--- src/rtl/ptn_pkg.sv ---
`default_nettype none
// ----------------------------------------------------------------------------
// Phase transform normalizer package
// Shared constants and the control word that travels with each bin.
// ----------------------------------------------------------------------------
package ptn_pkg;

    // Width of every sample field on the stream ports.
    localparam int DATA_W = 32;

    typedef struct packed {
        logic valid;
        logic zero;
        logic neg_re;
        logic neg_im;
    } ctl_t;

endpackage
`default_nettype wire

--- src/rtl/ptn_div_cell.sv ---
`default_nettype none
// ----------------------------------------------------------------------------
// Phase transform normalizer divider cell
// One restoring quotient bit of square over power, for both parts.
// ----------------------------------------------------------------------------
module ptn_div_cell #(
    parameter int W     = 32,
    parameter bit FIRST = 1'b0
) (
    input  wire logic                aclk,
    input  wire logic                aresetn,
    input  wire logic                en,
    input  wire ptn_pkg::ctl_t       ctl_i,
    input  wire logic [4*W-1:0]      den_i,
    input  wire logic [4*W-1:0]      rem_re_i,
    input  wire logic [4*W-1:0]      rem_im_i,
    input  wire logic [2*W-2:0]      q_re_i,
    input  wire logic [2*W-2:0]      q_im_i,
    output ptn_pkg::ctl_t            ctl_o,
    output logic      [4*W-1:0]      den_o,
    output logic      [4*W-1:0]      rem_re_o,
    output logic      [4*W-1:0]      rem_im_o,
    output logic      [2*W-2:0]      q_re_o,
    output logic      [2*W-2:0]      q_im_o
);

    localparam int SW = 4 * W;
    localparam int QW = 2 * W - 1;

    ptn_pkg::ctl_t   ctl_reg;
    logic [SW-1:0]   den_reg, rem_re_reg, rem_im_reg;
    logic [QW-1:0]   q_re_reg, q_im_reg;
    logic [SW:0]     re_next, im_next;

    // Returns the quotient bit on top of the new partial remainder.
    // The first cell takes the integer bit, so it does not shift.
    function automatic logic [SW:0] div_step(input logic [SW-1:0] rem,
                                             input logic [SW-1:0] den);
        logic [SW:0] sh;
        logic [SW:0] diff;
        logic        ge;
        sh   = FIRST ? {1'b0, rem} : {rem, 1'b0};
        diff = sh - {1'b0, den};
        ge   = (sh >= {1'b0, den});
        return {ge, ge ? diff[SW-1:0] : sh[SW-1:0]};
    endfunction

    always_comb begin
        re_next = div_step(rem_re_i, den_i);
        im_next = div_step(rem_im_i, den_i);
    end

    always_ff @(posedge aclk) begin
        if (!aresetn) begin
            ctl_reg <= '0;
        end else if (en) begin
            ctl_reg <= ctl_i;
        end
    end

    always_ff @(posedge aclk) begin
        if (en) begin
            den_reg    <= den_i;
            rem_re_reg <= re_next[SW-1:0];
            rem_im_reg <= im_next[SW-1:0];
            q_re_reg   <= {q_re_i[QW-2:0], re_next[SW]};
            q_im_reg   <= {q_im_i[QW-2:0], im_next[SW]};
        end
    end

    assign ctl_o    = ctl_reg;
    assign den_o    = den_reg;
    assign rem_re_o = rem_re_reg;
    assign rem_im_o = rem_im_reg;
    assign q_re_o   = q_re_reg;
    assign q_im_o   = q_im_reg;

endmodule
`default_nettype wire

--- config.mk ---
export PLATFORM = sky130hd
export DESIGN_NAME = ptn_div_cell
export DESIGN_NICKNAME = d
export VERILOG_FILES = /design/src/rtl/ptn_pkg.sv /design/src/rtl/ptn_div_cell.sv
export SDC_FILE = /design/constraint.sdc
export NUM_CORES = 1
export LEC_CHECK = 0
export BUFFER_PORTS_ARGS = -buffer_cell sky130_fd_sc_hd__buf_2
export CAP_MARGIN = 20
export CORE_AREA = 5 5 401 403
export DETAILED_ROUTE_END_ITERATION = 16
export DIE_AREA = 0 0 406 408
export PLACE_DENSITY = 0.38
export SLEW_MARGIN = 10
export SYNTH_ARGS = -nofsm -noshare
export SYNTH_HDL_FRONTEND = slang
export SYNTH_SLANG_ARGS = --single-unit
--- constraint.sdc ---
create_clock -name aclk -period 10.05 [get_ports aclk]
set_clock_uncertainty 0.05 [all_clocks]
set_input_delay 2.01 -clock aclk [delete_from_list [all_inputs] [get_ports aclk]]
set_output_delay 2.01 -clock aclk [all_outputs]
set_load 0.02 [all_outputs]
==> results by stage <==
Run status:
- The flow ran to the end, and the final reports show no timing, DRC or antenna violations.

Synthesis:
- The number of nets in the synthesized netlist is 4,553.
- By instance count, the leading cell after synthesis is sky130_fd_sc_hd__edfxtp_1.
- The count of yosys warnings during synthesis is 0.
- By area the synthesized netlist is led by sky130_fd_sc_hd__edfxtp_1 43%, sky130_fd_sc_hd__ha_1 9.1%, sky130_fd_sc_hd__a21oi_1 5.6%, sky130_fd_sc_hd__o21ai_0 5.6%, sky130_fd_sc_hd__nand2_1 5.3%.
- For this run, asynchronously set or reset flops after synthesis account for 0%.
- The dominant synthesized flop cell is sky130_fd_sc_hd__edfxtp_1.
- In this run the biggest area consumer among cell types represents 43.4% of the synthesized area.
- Counting flops with a built-in enable in the synthesized netlist gives 510.
- After technology mapping, the gate count stands at 3,778.
- The biggest area contributor in the post-synthesis netlist is sky130_fd_sc_hd__edfxtp_1.
- In the synthesized netlist, the cells that appear most often are 510 x sky130_fd_sc_hd__edfxtp_1, 498 x sky130_fd_sc_hd__nand2_1, 392 x sky130_fd_sc_hd__a21oi_1, 392 x sky130_fd_sc_hd__o21ai_0, 256 x sky130_fd_sc_hd__ha_1.
- A synthesized cell averages 9.34 um^2.
- The post-synthesis instance area is 0.0353 mm^2.
- The count of cell types in the netlist is 99.
- After synthesis, flip-flops and latches occupy 43.6% of the total area.
- The synthesized design contains 514 register bits.

Timing:
- The count of endpoints failing setup in the final report is 0.
- The setup total negative slack is 0 ns.
- The final hold violation count came to 0.
- The worst pin sits at a relative slew slack of 24.2%.
- The max-slew violation count came to 0.
- The smallest clock period supported by the final layout is computed as 7.02 ns.
- The share of the cycle needed by the critical path after routing is 69.9%.
- Static timing analysis puts the maximum clock frequency at 142 MHz.
- Setup repair after global routing left no endpoint under its margin.
- For the pin with the worst max-slew slack, the measured transition is 1.13 ns.

CTS:
- The total of cells resized after clock tree synthesis is 0.
- The CTS H-tree depth is 3.
- The clock tree from TritonCTS is built.
- Counting every sink on the clock net gives 514.
- The count of hold-fix buffers inserted at cts is 0.
- The number of buffers created by CTS is 71.
- The setup fix buffers added after clock tree synthesis is 0.
- The buffer levels on the longest clock path is 3.
- The clock latency on the worst-skew pair is 0.67 ns.
- The clock transition at the registers of the reported paths is 0.06 ns.
- The buffer type at the clock tree root is sky130_fd_sc_hd__clkbuf_16.

Routing:
- In the routed layout, each cell is associated on average with a via count of 4.85.
- For this run, design rule violations remaining after detail routing come to 0.
- The highest metal layer used by the detailed router is met5.
- The total number of vias is 33,400.
- The starting DRC count in detailed routing is 2,544.
- The total length of routed met2 wires is 88.7 mm.
- The total length of routed wires is 178 mm.
- The first TritonRoute pass finished after 5 iterations.
- The routed design uses 11.3 mm of met3 wire.
- The number of nets with antenna violations after routing is 0.
- The met1 layer wirelength in the final routing is 71.9 mm.
- After detailed routing, the average wire length per cell comes to 25.8 um.

Die:
- 1,031 I/O pins were placed.
- The area of the core region is 0.157 mm^2.
- The full die area is 0.166 mm^2.
- From left edge to right edge, the die measures 406 um.
- For this configuration, the core starts out at a cell density of 22.5%.
- The row count is 146.
- The y dimension of the die is 408 um.

Final layout:
- The final net count is 5,511.
- The fraction of final layout cells sized beyond drive strength 1 is 25.6%.
- After the flow finishes, the layout carries non-filler instances totaling 6,888.
- The area growth from synthesis to layout is 27.7%.

Min path:
- The worst hold path passes through 2 cells.
- The path category of the worst min-delay check is reg -> reg.

Worst setup path:
- Counting cells, the worst reg-to-reg path comes to 2.
- The worst path arrival time is 7.38 ns.
- The worst setup path is launched from an input port.
- The kind of critical path is in -> reg.
- The delay of the slowest cell on the worst path is 0.64 ns.
- The required time reported for the critical path endpoint is 10.41 ns.
- The slowest stage of the critical path belongs to the cell sky130_fd_sc_hd__nor4_4.
- The critical path goes through buf_2, inv_1, ha_1, a21oi_1, o21ai_0, a221oi_2, a211oi_2, nor4_4, nand3b_1, a211oi_2, buf_4, o31ai_4, a31oi_4, nor2_2, a31oi_4, buf_12, buf_12, mux2_1.
- The endpoint class of the critical path is a flop.
- The top fanout value on the critical path is 55.

GRT:
- The number of antenna violations at the first check in global routing is 66.
- The overall fraction of global-route tracks in use is 20.4%.
- Entering global routing, the biggest net connects 141 pins.
- The first global-routing pass estimated 247 mm of wire.
- The number of global-route vias before repair is 33,500.
- Summed over all layers, the global routing overflow is 0.

Placed design:
- The weighted congestion at the end of routability-driven global placement is 0.917.
- The number of placed instances, taps included, is 6,735.
- The post-DP HPWL is 151 mm.
- During placement, the flow inserted port buffers numbering 1,028.

Power:
- Power spread over the standard cell area amounts to 174 mW/mm^2.
- Across the VDD grid, the largest voltage drop is 0.106 mV.
- Summed over all cells, the static leakage comes to 18.8 nW.

Flow run:
- The number of max-capacitance violations reported is 0.
cell families (layout without fill, tap and decap cells):
group,Yosys count,in the layout,synth area share [%]
AOI/OAI and AO/OA,1274,1274,21.9
buffers and inverters,390,1405,4.67
xor gates and xnor gates,243,243,6.03
other,0,23,0
and+or+nand+nor,1080,1080,14.1
DFF,514,514,43.6
muxes,19,19,0.599
adders and majority gates,258,258,9.19
per-layer routing:
layer / vias up / track usage [%]
li1: 15900 / -
met1: 16100 / 24.3
met2: 1176 / 36.8
met3: 267 / 4.45
met4: 26 / 5.69
met5: - / 0
final cells by class:
class                           instances  area [um^2]
Tap cell                             2072         2590
Multi-Input combinational cell       2874        18300
Fill cell                           17200       112000
Sequential cell                       514        15400
Clock buffer                           87         1860
Antenna cell                           23         57.6
Timing Repair Buffer                 1061         5500
Clock inverter                         43          569
Inverter                              214          803
per-stage QoR:
stage / cell area [um^2] / total power, mW / hold slack [ns] / setup slack, ns / utilization, %
global route: 45000 / 8.23 / 0.488 / 2.85 / 28.7
CTS: 45000 / 7.97 / 0.467 / 3.01 / 28.7
global placement: 42600 / 5.22 / 0.444 / 2.24 / 27.1
detailed placement: 42600 / 5.22 / 0.457 / 2.27 / 27.1
finish: 45100 / 7.83 / 0.463 / 3.03 / 28.7
floorplan: 35300 / 4.21 / 0.539 / 4.61 / -
state kept, by name, summed over array words and instances (netlist names):
name / cells
q_re_o: 63
q_im_o: 63
rem_im_o: 128
den_o: 128
rem_re_o: 128
ctl_o: 4
placed cells by master, fill, tap and decap left out, types with 11 or more instances in the layout:
cell type and count:
sky130_fd_sc_hd__o21bai_1 87, sky130_fd_sc_hd__or3_1 21, sky130_fd_sc_hd__clkbuf_1 15, sky130_fd_sc_hd__nor3_1 51, sky130_fd_sc_hd__clkbuf_16 72, sky130_fd_sc_hd__xor2_1 102, sky130_fd_sc_hd__o21ai_0 391, sky130_fd_sc_hd__a21o_1 116
sky130_fd_sc_hd__a211oi_1 11, sky130_fd_sc_hd__nand3_1 38, sky130_fd_sc_hd__diode_2 23, sky130_fd_sc_hd__nor2b_1 21, sky130_fd_sc_hd__edfxtp_1 510, sky130_fd_sc_hd__and2_1 14, sky130_fd_sc_hd__o21a_1 35, sky130_fd_sc_hd__buf_2 1028
sky130_fd_sc_hd__nor4_1 17, sky130_fd_sc_hd__nand2b_1 24, sky130_fd_sc_hd__clkinv_1 12, sky130_fd_sc_hd__ha_1 256, sky130_fd_sc_hd__buf_4 24, sky130_fd_sc_hd__a21boi_0 13, sky130_fd_sc_hd__nor2_1 213, sky130_fd_sc_hd__nand4_1 115
sky130_fd_sc_hd__o211ai_1 16, sky130_fd_sc_hd__inv_1 213, sky130_fd_sc_hd__a221oi_1 20, sky130_fd_sc_hd__o21ai_1 56, sky130_fd_sc_hd__xnor2_1 141, sky130_fd_sc_hd__a31oi_1 26, sky130_fd_sc_hd__and3_1 16, sky130_fd_sc_hd__o31ai_1 21
sky130_fd_sc_hd__nand2_1 498, sky130_fd_sc_hd__a21oi_1 392
power breakdown:
group | switching [mW] | internal [mW]
Clock | 1.08 | 1.59
Combinational | 1.62 | 0.772
Sequential | 0.0824 | 2.69
worst max-delay path: cells and delay by family:
kind / cells / cell delay (ns)
compound gates: 8 / 2.70
buf+inv: 5 / 0.91
simple gates: 3 / 0.91
fa+ha+maj: 1 / 0.37
mux: 1 / 0.36
worst paths after layout:
check | slack [ns] | start | to
hold / removal | 0.46 | ctl_o[3] | ctl_o[3]
setup reg to reg | 9.40 | ctl_o[2] | ctl_o[2]
setup / recovery | 3.03 | den_i[8] | rem_re_o[83]
hold reg to reg | 0.46 | ctl_o[3] | ctl_o[3]
Note: power is estimated with default switching activity, not from simulation.
