`config.mk`:
```
export PLATFORM = sky130hd
export DESIGN_NAME = ptn_sqrt_cell
export DESIGN_NICKNAME = d
export VERILOG_FILES = /design/src/rtl/ptn_pkg.sv /design/src/rtl/ptn_sqrt_cell.sv
export SDC_FILE = /design/constraint.sdc
export NUM_CORES = 1
export LEC_CHECK = 0
export BUFFER_PORTS_ARGS = -buffer_cell sky130_fd_sc_hd__buf_4
export CORE_AREA = 4 4 202 204
export CTS_CLUSTER_DIAMETER = 100
export CTS_CLUSTER_SIZE = 12
export DETAILED_ROUTE_END_ITERATION = 16
export DIE_AREA = 0 0 206 208
export PLACE_DENSITY_LB_ADDON = 0.25
export SYNTH_ARGS = -nofsm -noshare
export SYNTH_HDL_FRONTEND = slang
export SYNTH_SLANG_ARGS = --single-unit
```
`constraint.sdc`:
```
create_clock -name aclk -period 2.93 [get_ports aclk]
set_clock_uncertainty 0.05 [all_clocks]
set_input_delay 0.586 -clock aclk [delete_from_list [all_inputs] [get_ports aclk]]
set_output_delay 0.586 -clock aclk [all_outputs]
set_load 0.02 [all_outputs]
```
`src/rtl/ptn_pkg.sv`:
```
`default_nettype none
// ----------------------------------------------------------------------------
// Phase transform normalizer package
// Shared constants and the control word that travels with each bin.
// ----------------------------------------------------------------------------
package ptn_pkg;

    // Width of every sample field on the stream ports.
    localparam int DATA_W = 32;

    typedef struct packed {
        logic valid;
        logic zero;
        logic neg_re;
        logic neg_im;
    } ctl_t;

endpackage
`default_nettype wire

```
`src/rtl/ptn_sqrt_cell.sv`:
```
`default_nettype none
// ----------------------------------------------------------------------------
// Phase transform normalizer square root cell
// One restoring root bit of the quotient, for both parts.
// ----------------------------------------------------------------------------
module ptn_sqrt_cell #(
    parameter int W = 32
) (
    input  wire logic                aclk,
    input  wire logic                aresetn,
    input  wire logic                en,
    input  wire ptn_pkg::ctl_t       ctl_i,
    input  wire logic [2*W-1:0]      rad_re_i,
    input  wire logic [2*W-1:0]      rad_im_i,
    input  wire logic [W+1:0]        rem_re_i,
    input  wire logic [W+1:0]        rem_im_i,
    input  wire logic [W-1:0]        root_re_i,
    input  wire logic [W-1:0]        root_im_i,
    output ptn_pkg::ctl_t            ctl_o,
    output logic      [2*W-1:0]      rad_re_o,
    output logic      [2*W-1:0]      rad_im_o,
    output logic      [W+1:0]        rem_re_o,
    output logic      [W+1:0]        rem_im_o,
    output logic      [W-1:0]        root_re_o,
    output logic      [W-1:0]        root_im_o
);

    localparam int RW = 2 * W;

    ptn_pkg::ctl_t   ctl_reg;
    logic [RW-1:0]   rad_re_reg, rad_im_reg;
    logic [W+1:0]    rem_re_reg, rem_im_reg;
    logic [W-1:0]    root_re_reg, root_im_reg;
    logic [W+2:0]    re_next, im_next;

    // Returns the root bit on top of the new remainder. Before a step the
    // remainder stays below 2^W, so its low W bits carry it.
    function automatic logic [W+2:0] sq_step(input logic [W+1:0] rem,
                                             input logic [RW-1:0] rad,
                                             input logic [W-1:0]  root);
        logic [W+1:0] sh;
        logic [W+1:0] trial;
        logic         ge;
        sh    = {rem[W-1:0], rad[RW-1:RW-2]};
        trial = {root, 2'b01};
        ge    = (sh >= trial);
        return {ge, ge ? (sh - trial) : sh};
    endfunction

    always_comb begin
        re_next = sq_step(rem_re_i, rad_re_i, root_re_i);
        im_next = sq_step(rem_im_i, rad_im_i, root_im_i);
    end

    always_ff @(posedge aclk) begin
        if (!aresetn) begin
            ctl_reg <= '0;
        end else if (en) begin
            ctl_reg <= ctl_i;
        end
    end

    always_ff @(posedge aclk) begin
        if (en) begin
            rad_re_reg  <= {rad_re_i[RW-3:0], 2'b00};
            rad_im_reg  <= {rad_im_i[RW-3:0], 2'b00};
            rem_re_reg  <= re_next[W+1:0];
            rem_im_reg  <= im_next[W+1:0];
            root_re_reg <= {root_re_i[W-2:0], re_next[W+2]};
            root_im_reg <= {root_im_i[W-2:0], im_next[W+2]};
        end
    end

    assign ctl_o     = ctl_reg;
    assign rad_re_o  = rad_re_reg;
    assign rad_im_o  = rad_im_reg;
    assign rem_re_o  = rem_re_reg;
    assign rem_im_o  = rem_im_reg;
    assign root_re_o = root_re_reg;
    assign root_im_o = root_im_reg;

endmodule
`default_nettype wire

```
==> reports/metrics.cfg, run 1 <==
[run_status]
status = finished clean

[synth]
yosys_register_bits = 260
synth.cell_area_mm2 = 0.0126
synth.lib_cells_used.distinct = 66
top_cells_by_instance_count_after_synthesis = sky130_fd_sc_hd__edfxtp_1, sky130_fd_sc_hd__inv_1, sky130_fd_sc_hd__a21oi_1
ys_async_sr_fraction = 0
synth_top_area_share = 0.608
synth_warnings = 0
post_synth.cell_area_avg_um2 = 12.3
synth_top_area_cell = sky130_fd_sc_hd__edfxtp_1
netlist_instances = 1025
ys.flop_type = sky130_fd_sc_hd__edfxtp_1
synth_sequential_area_ratio = 0.614
synth.area.top_cells = sky130_fd_sc_hd__edfxtp_1, sky130_fd_sc_hd__ha_1, sky130_fd_sc_hd__a21oi_1, sky130_fd_sc_hd__inv_1, sky130_fd_sc_hd__xnor2_1
number_of_enable_type_register_cells_in_the_synthesized_netlist = 256
synthMostInstantiatedCell = sky130_fd_sc_hd__edfxtp_1

[worst_setup_path]
worst_path_max_delay_cell = sky130_fd_sc_hd__a221oi_4
path_common_cell = sky130_fd_sc_hd__buf_4
critical_path_class = in -> reg
path_cells = buf_4 > inv_1 > ha_1 > buf_4 > or2_2 > a21oi_1 > nor3_1 > o21ai_1 > nand2_1 > a221oi_4 > inv_2 > mux2_1
start_kind = input pin
worst_ep_arrival_time_ns = 3.06
cp_max_fo = 5
critPathCaptureType = flip-flop
critical-path-max-stage-delay_ns = 0.40
worst_ep_required_time_ns = 3.17

[sta]
timing_max_transition_violations_final = 0
finalHoldViolations = 0
clock.fmax_ghz = 0.355
timing_worst_slew_pin_value_ns = 0.614
timing.final.crit_share = 0.962
min_period_ns = 2.82
max_slew_margin_vs_limit = 0.591
final-setup-viol-count = 0

[pwr]
power.share.sequential = 0.435
power_mw = 10.6
p_comb_frac = 0.281
power_per_cell_area_mw_per_mm2 = 540
vdd.ir_drop.worst_v = 0.000466
swShare = 0.285
power_frac_clock = 0.284
internal-power_mw = 7.59
power.leakage_nw = 8.87
net_switching_power_figure_mw = 3.03

[global_routing]
first_global_vias = 10958
grtUsageMet2 = 0.332
antenna_violations_before_repair = 1
use_met1 = 0.224
grt_start_max_net_pins = 66
grt.overflow.total = 0
grt.busiest_layer = met2
grt_pass1_wl_um = 62800
track_usage = 0.187
met3_usage = 0.0432

[placement]
place.gp.congestion = 0.893
hpwlAfterDp_um = 34700
io_buffers = 522

[floorplan]
die_y_um = 208
design.die.area_mm2 = 0.0428
design.portCount = 531
die_w_um = 206
rows = 73
start_util = 0.322
design.core.area_mm2 = 0.0393

[finish]
fin_nets = 2087
fin_util = 0.501
area_growth_pct = 55.5
fraction_of_layout_instances_using_a_drive_strength_above_1 = 0.454

[cts]
number_of_buffers_inserted_during_clock_tree_synthesis = 25
htree_levels = 1
cts-root-buf = sky130_fd_sc_hd__clkbuf_16
ctsHoldBuffers = 0
insertion_delay_ns = 0.53
clock_sink_count = 260
clockBufferDepth = 3
path_clk_slew_ns = 0.07
tritoncts = done

[routing]
drt.antenna.violating_nets = 0
firstDrtPassIters = 5
via_per_inst = 4.66
drcViolationCount = 0
dr_total_vias = 10659
drt_iter0_markers = 498
detail_route.wirelength_um = 42200
routed_wire_length_per_instance_um = 18.5

[worst_hold_path]
min-delay-path-class = in -> reg

[flow_run]
timing.max_cap.violations = 0

state kept, by name (all words and copies together), names as in the netlist:
register,count
root_re_o,32
rad_re_o,62
rem_re_o,34
rem_im_o,34
rad_im_o,62
ctl_o,4
root_im_o,32
kinds of logic after synthesis:
group	share of synthesized area
xor gates and xnor gates	0.0388
muxes	0.0215
buffers and inverters	0.0414
adders and majority gates	0.0673
other	0.000297
and+or+nand+nor	0.0866
DFF	0.614
AOI/OAI and AO/OA	0.130
routing by layer:
metal  up-vias  wire, µm
li1       5217         -
met1      5026     16700
met2       350     21100
met3        66      3110
met4         0      1300
met5         -         0
final cells by class:
cell class / count / area [µm²]
diodes: 1 / 2.50
clock buffers: 36 / 667
clock inverters: 2 / 50.0
fillers: 3573 / 19600
inverters: 88 / 333
multi-input cells: 645 / 4580
flip-flops and latches: 260 / 7770
well taps: 525 / 657
repair buffers: 732 / 5610
power by group through the flow:
| stage | Clock (mW) | Combinational, mW | Sequential [mW] |
|---|---|---|---|
| 6_report | 3.01 | 2.98 | 4.62 |
| 5_1_grt | 3.29 | 3.22 | 4.66 |
| 4_1_cts | 3.12 | 2.98 | 4.63 |
| 3_5_place_dp | 0 | 2.97 | 4.70 |
| 3_3_place_gp | 0 | 2.94 | 4.70 |
| 2_1_floorplan | 0 | 0.976 | 5.14 |
cell usage in the layout (no fill, tap or decap), drive strengths merged, types with 8 or more instances in the layout:
cell    instances
nand4          16
xor2           22
nand2          75
clkbuf         36
buf           732
nand2b          9
nor3           13
o21bai         12
xnor2          34
inv            89
a21o           35
a21oi          88
mux2i           8
nor2           63
o21ai          59
nor2b          13
edfxtp        256
mux2           17
nand3          18
o21a           10
ha             68
stage by stage:
step	cells	instance area [µm²]	TNS [ns]	setup slack, ns	hold slack (ns)
after floorplan	1028	12800	-0.0781	-0.00841	0.539
after global placement	2244	18900	-23.03	-0.436	0.451
after detailed placement	2244	18900	-25.82	-0.490	0.459
after CTS	2282	19600	0	0.0950	0.122
after global routing	2288	19700	-0.0804	-0.0210	0.130
final	2289	19700	0	0.110	0.164
what timing repair did:
action	in CTS	in global routing
setup endpoints to repair	0	34
resized for setup	0	10
endpoints found under the hold margin	0	0
setup buffers	0	6
path summary, 6_finish.rpt:
path | startpoint | endpoint | slack [ns] | cells after the start
min | rad_im_i[28] | rad_im_o[30]$_DFFE_PP_ | 0.16 | 1
max reg2reg | ctl_o[1]$_SDFFE_PN0P_ | ctl_o[1]$_SDFFE_PN0P_ | 2.29 | 2
min reg2reg | ctl_o[0]$_SDFFE_PN0P_ | ctl_o[0]$_SDFFE_PN0P_ | 0.48 | 2
max | root_re_i[16] | rem_re_o[27]$_DFFE_PP_ | 0.11 | 12
worst max-delay path: cells and delay by family:
family	cells	cell delay (ns)
simple gates	3	0.54
fa+ha+maj	1	0.25
compound gates	3	0.80
mux	1	0.35
buf+inv	4	0.53
Power figures use the tool's default switching activity.
==> inputs of run 2 (changes only) <==
--- a/config.mk
+++ b/config.mk
@@ -5,12 +5,12 @@
 export SDC_FILE = /design/constraint.sdc
 export NUM_CORES = 1
 export LEC_CHECK = 0
-export BUFFER_PORTS_ARGS = -buffer_cell sky130_fd_sc_hd__buf_4
-export CORE_AREA = 4 4 202 204
+export CORE_AREA = 4 4 204 206
 export CTS_CLUSTER_DIAMETER = 100
 export CTS_CLUSTER_SIZE = 12
 export DETAILED_ROUTE_END_ITERATION = 16
-export DIE_AREA = 0 0 206 208
+export DIE_AREA = 0 0 208 210
+export DONT_BUFFER_PORTS = 1
 export PLACE_DENSITY_LB_ADDON = 0.25
 export SYNTH_ARGS = -nofsm -noshare
 export SYNTH_HDL_FRONTEND = slang
==> run 2 against run 1 <==
  * Clock-buffer cell count increased by 1
  * Sequential cell count unchanged
  * Register-to-register slack lost 0.23 ns
  * Combinational power fell by 49%
  * Critical path depth unchanged
  * Non-clock buffer count down 547
  * Critical path type unchanged
  * Largest cell class unchanged
==> reports/metrics.cfg, run 2 (same netlist as run 1, synthesis figures left out) <==
[floorplan]
design.portCount = 531  ; unchanged
design.core.area_mm2 = 0.0396  ; was 0.0393 mm²
start_util = 0.319  ; was 0.322
die_y_um = 210  ; was 208 µm
rows = 73  ; unchanged
die_w_um = 208  ; was 206 µm
design.die.area_mm2 = 0.0437  ; was 0.0428 mm²

[routing]
drt.antenna.violating_nets = 0  ; unchanged
firstDrtPassIters = 5  ; unchanged
via_per_inst = 4.95  ; was 4.66
drt_iter0_markers = 470  ; was 498
routed_wire_length_per_instance_um = 22.2  ; was 18.5 µm
drcViolationCount = 0  ; unchanged
detail_route.wirelength_um = 38600  ; was 42,200 µm
dr_total_vias = 8629  ; was 10,659

[worst_setup_path]
path_common_cell = sky130_fd_sc_hd__o21ai_1  ; was sky130_fd_sc_hd__buf_4
path_cells = inv_1 > ha_4 > o21ai_1 > a22oi_2 > o221ai_1 > a211oi_1 > buf_4 > o21ai_1 > a21oi_1 > mux2i_1 > a221oi_1 > mux2_1  ; was buf_4 > inv_1 > ha_1 > buf_4 > or2_2 > a21oi_1 > nor3_1 > o21ai_1 > nand2_1 > a221oi_4 > inv_2 > mux2_1
worst_path_max_delay_cell = sky130_fd_sc_hd__a211oi_1  ; was sky130_fd_sc_hd__a221oi_4
critical_path_class = in -> reg  ; unchanged
start_kind = input pin  ; unchanged
critPathCaptureType = flip-flop  ; unchanged
critical-path-max-stage-delay_ns = 0.39  ; was 0.40 ns
worst_ep_required_time_ns = 3.17  ; about the same
cp_max_fo = 3  ; was 5
worst_ep_arrival_time_ns = 2.94  ; was 3.06 ns

[pwr]
net_switching_power_figure_mw = 2.75  ; was 3.03 mW
vdd.ir_drop.worst_v = 0.000371  ; was 0.000466 V
power_per_cell_area_mw_per_mm2 = 629  ; was 540 mW/mm²
power_frac_clock = 0.309  ; was 0.284
p_comb_frac = 0.158  ; was 0.281
power.leakage_nw = 6.20  ; was 8.87 nW
swShare = 0.282  ; was 0.285
power.share.sequential = 0.533  ; was 0.435
internal-power_mw = 6.98  ; was 7.59 mW

[finish]
final_cell_mix = sky130_fd_sc_hd__edfxtp_1, sky130_fd_sc_hd__buf_4, sky130_fd_sc_hd__inv_1  ; was sky130_fd_sc_hd__buf_4, sky130_fd_sc_hd__edfxtp_1, sky130_fd_sc_hd__inv_1
n_antenna_cell = 0  ; was 1
fin_nets = 1540  ; was 2,087
fraction_of_layout_instances_using_a_drive_strength_above_1 = 0.206  ; was 0.454
layout.cells.most_common = sky130_fd_sc_hd__edfxtp_1  ; was sky130_fd_sc_hd__buf_4
finalNonFillerCells = 1742  ; was 2,289
nFillCells = 3808  ; was 3,573
area_growth_pct = 22.2  ; was 55.5%

[cts]
number_of_buffers_inserted_during_clock_tree_synthesis = 25  ; unchanged
path_clk_slew_ns = 0.07  ; about the same
post_cts_resize_count = 0  ; unchanged
htree_levels = 1  ; unchanged
cts-root-buf = sky130_fd_sc_hd__clkbuf_16  ; unchanged
ctsHoldBuffers = 0  ; unchanged
clock_sink_count = 260  ; unchanged
tritoncts = done  ; unchanged
cts_post_setup_buffers_inserted = 0  ; unchanged
insertion_delay_ns = 0.53  ; about the same
clockBufferDepth = 3  ; unchanged

[sta]
min_period_ns = 2.70  ; was 2.82 ns
final-setup-viol-count = 0  ; unchanged
setup_tns_ns = 0  ; unchanged
timing_worst_slew_pin_value_ns = 1.01  ; was 0.614 ns
rsz_0062_raised_after_global_routing = no
timing.final.crit_share = 0.920  ; was 0.962
clock.fmax_ghz = 0.371  ; was 0.355 GHz
timing_max_transition_violations_final = 0  ; unchanged
finalHoldViolations = 0  ; unchanged
max_slew_margin_vs_limit = 0.330  ; was 0.591

[placement]
place.gp.congestion = 0.834  ; was 0.893
hpwlAfterDp_um = 30900  ; was 34,700 µm
placed_instance_count = 1703  ; was 2,244
io_buffers = 0  ; was 522

[worst_hold_path]
min-delay-path-class = in -> reg  ; unchanged

[global_routing]
grt_pass1_wl_um = 56300  ; was 62,800 µm
first_global_vias = 8767  ; was 10,958
track_usage = 0.166  ; was 0.187
grt.overflow.total = 0  ; unchanged
antenna_violations_before_repair = 2  ; was 1
grt_start_max_net_pins = 261  ; was 66

[run_status]
status = finished clean  ; unchanged

[flow_run]
timing.max_cap.violations = 0  ; unchanged

[run 2: worst max-delay path, delay by kind of cell]
kind	cells	cell delay (ns)
adder cells (fa/ha/maj)	1	0.26
buffers and inverters	2	0.20
multiplexers	2	0.53
AO/OA/AOI/OAI	7	1.36
[run 2: final cells by class]
cell class	instances	area, µm²	share of cell area
inverter	88	333	0.0215
timing repair buffer	185	1430	0.0923
clock inverter	2	50.0	0.00324
clock buffer	37	671	0.0434
tap	525	657	0.0425
multi-input combinational	645	4550	0.295
sequential	260	7770	0.502
[run 2: worst paths after layout]
path | start | endpoint | slack, ns | cells past startpoint
hold reg to reg | ctl_o[3]$_SDFFE_PN0P_ | ctl_o[3]$_SDFFE_PN0P_ | 0.59 | 2
hold / removal | root_re_i[7] | root_re_o[8]$_DFFE_PP_ | 0.07 | 0
setup reg to reg | ctl_o[0]$_SDFFE_PN0P_ | ctl_o[0]$_SDFFE_PN0P_ | 2.06 | 2
setup / recovery | root_im_i[0] | rem_im_o[27]$_DFFE_PP_ | 0.23 | 12
[run 2: power by group through the flow]
stage / combinational (mW) / sequential (mW) / clock, mW
finish: 1.53 / 5.18 / 3.01
global route: 1.71 / 5.21 / 3.28
CTS: 1.55 / 5.20 / 3.11
detailed placement: 1.53 / 5.27 / 0
global placement: 1.53 / 5.27 / 0
floorplan: 0.976 / 5.14 / 0
[run 2: metal layers]
metal	vias to the layer above	global-route usage	share of wire
met1	4108	0.192	0.38
li1	4127	-	-
met2	337	0.286	0.50
met4	2	0.0405	0.021
met3	55	0.0714	0.10
met5	-	0	0.00052
[run 2: metrics by stage]
step	hold slack, ns	power (mW)	setup slack (ns)	cell area (µm²)	utilization
detailed placement	0.589	6.80	-0.397	14700	0.372
global route	0.0343	10.2	0.0394	15500	0.390
global placement	0.581	6.80	-0.331	14700	0.372
floorplan	0.539	6.11	-0.00841	12800	-
finish	0.0715	9.73	0.234	15500	0.390
CTS	0.0353	9.86	0.190	15500	0.390
==> inputs of run 3 (changes only) <==
--- a/config.mk
+++ b/config.mk
@@ -11,6 +11,7 @@
 export DETAILED_ROUTE_END_ITERATION = 16
 export DIE_AREA = 0 0 208 210
 export DONT_BUFFER_PORTS = 1
+export HOLD_SLACK_MARGIN = 0.1
 export PLACE_DENSITY_LB_ADDON = 0.25
 export SYNTH_ARGS = -nofsm -noshare
 export SYNTH_HDL_FRONTEND = slang
==> run 3 against run 2 <==
  * Critical path depth rose by 1
  * Final cell count rose by 11%
  * Sequential share of layout area fell by 5.5 points
  * Non-clock buffer count rose by 188
  * Core utilization rose by 4.8 points
  * Power rose by 2.4%
  * Cell area rose by 12%
  * First-iteration DRC count rose by 20%
  * Combinational power rose by 15%
  * Clock power barely moved
  * Critical endpoint is now rem_im_o[30]$_DFFE_PP_
==> reports/metrics.cfg, run 3 (same netlist as run 1, synthesis figures left out) <==
[cts]
insertion_delay_ns = 0.53  ; about the same
tritoncts = done  ; unchanged
number_of_buffers_inserted_during_clock_tree_synthesis = 25  ; unchanged
clock_sink_count = 260  ; unchanged
clockBufferDepth = 3  ; unchanged
path_clk_slew_ns = 0.07  ; about the same
htree_levels = 1  ; unchanged
cts-root-buf = sky130_fd_sc_hd__clkbuf_16  ; unchanged
cts_post_setup_buffers_inserted = 0  ; unchanged

[pwr]
power.leakage_nw = 6.99  ; was 6.20 nW
vdd.ir_drop.worst_v = 0.000376  ; was 0.000371 V
power_mw = 9.96  ; was 9.73 mW
power_per_cell_area_mw_per_mm2 = 574  ; was 629 mW/mm²

[placement]
hpwlAfterDp_um = 30900  ; unchanged
io_buffers = 0  ; unchanged
place.gp.congestion = 0.834  ; unchanged
placed_instance_count = 1703  ; unchanged
detailedPlace.worstSlack_ns = -0.397  ; unchanged

[finish]
area_growth_pct = 37.1  ; was 22.2%
fraction_of_layout_instances_using_a_drive_strength_above_1 = 0.179  ; was 0.206
fin_nets = 1728  ; was 1,540
finalNonFillerCells = 1932  ; was 1,742
layout.cells.most_common = sky130_fd_sc_hd__edfxtp_1  ; unchanged
final_cell_mix = sky130_fd_sc_hd__edfxtp_1, sky130_fd_sc_hd__dlygate4sd3_1, sky130_fd_sc_hd__buf_4  ; was sky130_fd_sc_hd__edfxtp_1, sky130_fd_sc_hd__buf_4, sky130_fd_sc_hd__inv_1

[sta]
timing.hold.ws_ns = 0.140  ; was 0.0715 ns
min_period_ns = 2.69  ; was 2.70 ns
clock.fmax_ghz = 0.371  ; about the same
setup_tns_ns = 0  ; unchanged
timing.final.crit_share = 0.919  ; was 0.920
final-setup-viol-count = 0  ; unchanged
max_slew_margin_vs_limit = 0.354  ; was 0.330
timing_max_transition_violations_final = 0  ; unchanged
finalWorstSetupSlack_ns = 0.237  ; was 0.234 ns
rsz_0062_raised_after_global_routing = no  ; unchanged
timing_worst_slew_pin_value_ns = 0.966  ; was 1.01 ns
finalHoldViolations = 0  ; unchanged

[global_routing]
grt_start_max_net_pins = 238  ; was 261
grt.overflow.total = 0  ; unchanged
first_global_vias = 9808  ; was 8,767
antenna_violations_before_repair = 2  ; unchanged
grtUsageMet2 = 0.315  ; was 0.286
track_usage = 0.178  ; was 0.166
grt_pass1_wl_um = 60800  ; was 56,300 µm
grt.busiest_layer = met2  ; unchanged
met3_usage = 0.0686  ; was 0.0714
use_met1 = 0.200  ; was 0.192

[worst_setup_path]
critPathCaptureType = flip-flop  ; unchanged
kind_of_cell_with_the_highest_combined_delay_on_the_critical_path = compound AO/OA/AOI/OAI gates  ; unchanged
critical_path_class = in -> reg  ; unchanged
worst_ep_arrival_time_ns = 2.94  ; about the same
path_cells = inv_1 > ha_4 > buf_4 > inv_2 > o21ai_2 > a311oi_2 > o311ai_2 > nand2_1 > buf_4 > o311a_1 > o21ai_0 > xor2_1 > mux2_1  ; was inv_1 > ha_4 > o21ai_1 > a22oi_2 > o221ai_1 > a211oi_1 > buf_4 > o21ai_1 > a21oi_1 > mux2i_1 > a221oi_1 > mux2_1
cp.buffers_inverters = 4  ; was 2
critical-path-max-stage-delay_ns = 0.38  ; was 0.39 ns
worst_ep_required_time_ns = 3.17  ; about the same
path_common_cell = sky130_fd_sc_hd__buf_4  ; was sky130_fd_sc_hd__o21ai_1
worst_path_max_delay_cell = sky130_fd_sc_hd__o311a_1  ; was sky130_fd_sc_hd__a211oi_1
cp_max_fo = 3  ; unchanged
start_kind = input pin  ; unchanged

[routing]
firstDrtPassIters = 5  ; unchanged
routed_wire_length_per_instance_um = 21.3  ; was 22.2 µm
drcViolationCount = 0  ; unchanged
drt.antenna.violating_nets = 0  ; unchanged
dr_total_vias = 9433  ; was 8,629
drt_iter0_markers = 566  ; was 470
via_per_inst = 4.88  ; was 4.95
detail_route.wirelength_um = 41100  ; was 38,600 µm

[worst_hold_path]
min-delay-path-class = in -> reg  ; unchanged

[floorplan]
start_util = 0.319  ; unchanged
die_y_um = 210  ; unchanged
die_w_um = 208  ; unchanged
design.core.area_mm2 = 0.0396  ; unchanged
design.die.area_mm2 = 0.0437  ; unchanged
design.portCount = 531  ; unchanged
rows = 73  ; unchanged

[flow_run]
timing.max_cap.violations = 0  ; unchanged

[run_status]
status = finished clean  ; unchanged

## run 3: layout make-up
cell class | instances | area, µm²
repair buffers | 373 | 3310
fillers | 3682 | 22300
diodes | 2 | 5.00
inverters | 88 | 333
multi-input cells | 645 | 4550
flip-flops and latches | 260 | 7770
well taps | 525 | 657
clock inverters | 2 | 50.0
clock buffers | 37 | 671
## run 3: layer usage
layer  up-vias  routed length [µm]
met3        68                4060
met2       372               20600
met4         0                1120
li1       4510                   -
met1      4483               15300
met5         -                   0
## run 3: worst paths after layout
path	cells after the start	slack (ns)	startpoint	endpoint
min reg2reg	2	0.60	ctl_o[1]$_SDFFE_PN0P_	ctl_o[1]$_SDFFE_PN0P_
max	13	0.24	root_im_i[0]	rem_im_o[30]$_DFFE_PP_
max reg2reg	2	2.08	ctl_o[0]$_SDFFE_PN0P_	ctl_o[0]$_SDFFE_PN0P_
min	1	0.14	aresetn	ctl_o[1]$_SDFFE_PN0P_
## run 3: where the power goes
part | internal, mW | switching, mW | total, mW
logic | 0.938 | 0.819 | 1.76
registers | 4.54 | 0.650 | 5.19
clock network | 1.66 | 1.35 | 3.01
total | 7.14 | 2.81 | 9.96
## run 3: timing repair
item / CTS / global route
hold buffers: 188 / 0
gates resized for setup: 0 / 0
endpoints found under the hold margin: 206 / 0
setup endpoints to repair: 0 / 2
## run 3: metrics by stage
step	util	cell area (µm²)
after global routing	0.438	17300
final	0.438	17300
after floorplan	-	12800
after CTS	0.437	17300
after detailed placement	0.372	14700
after global placement	0.372	14700
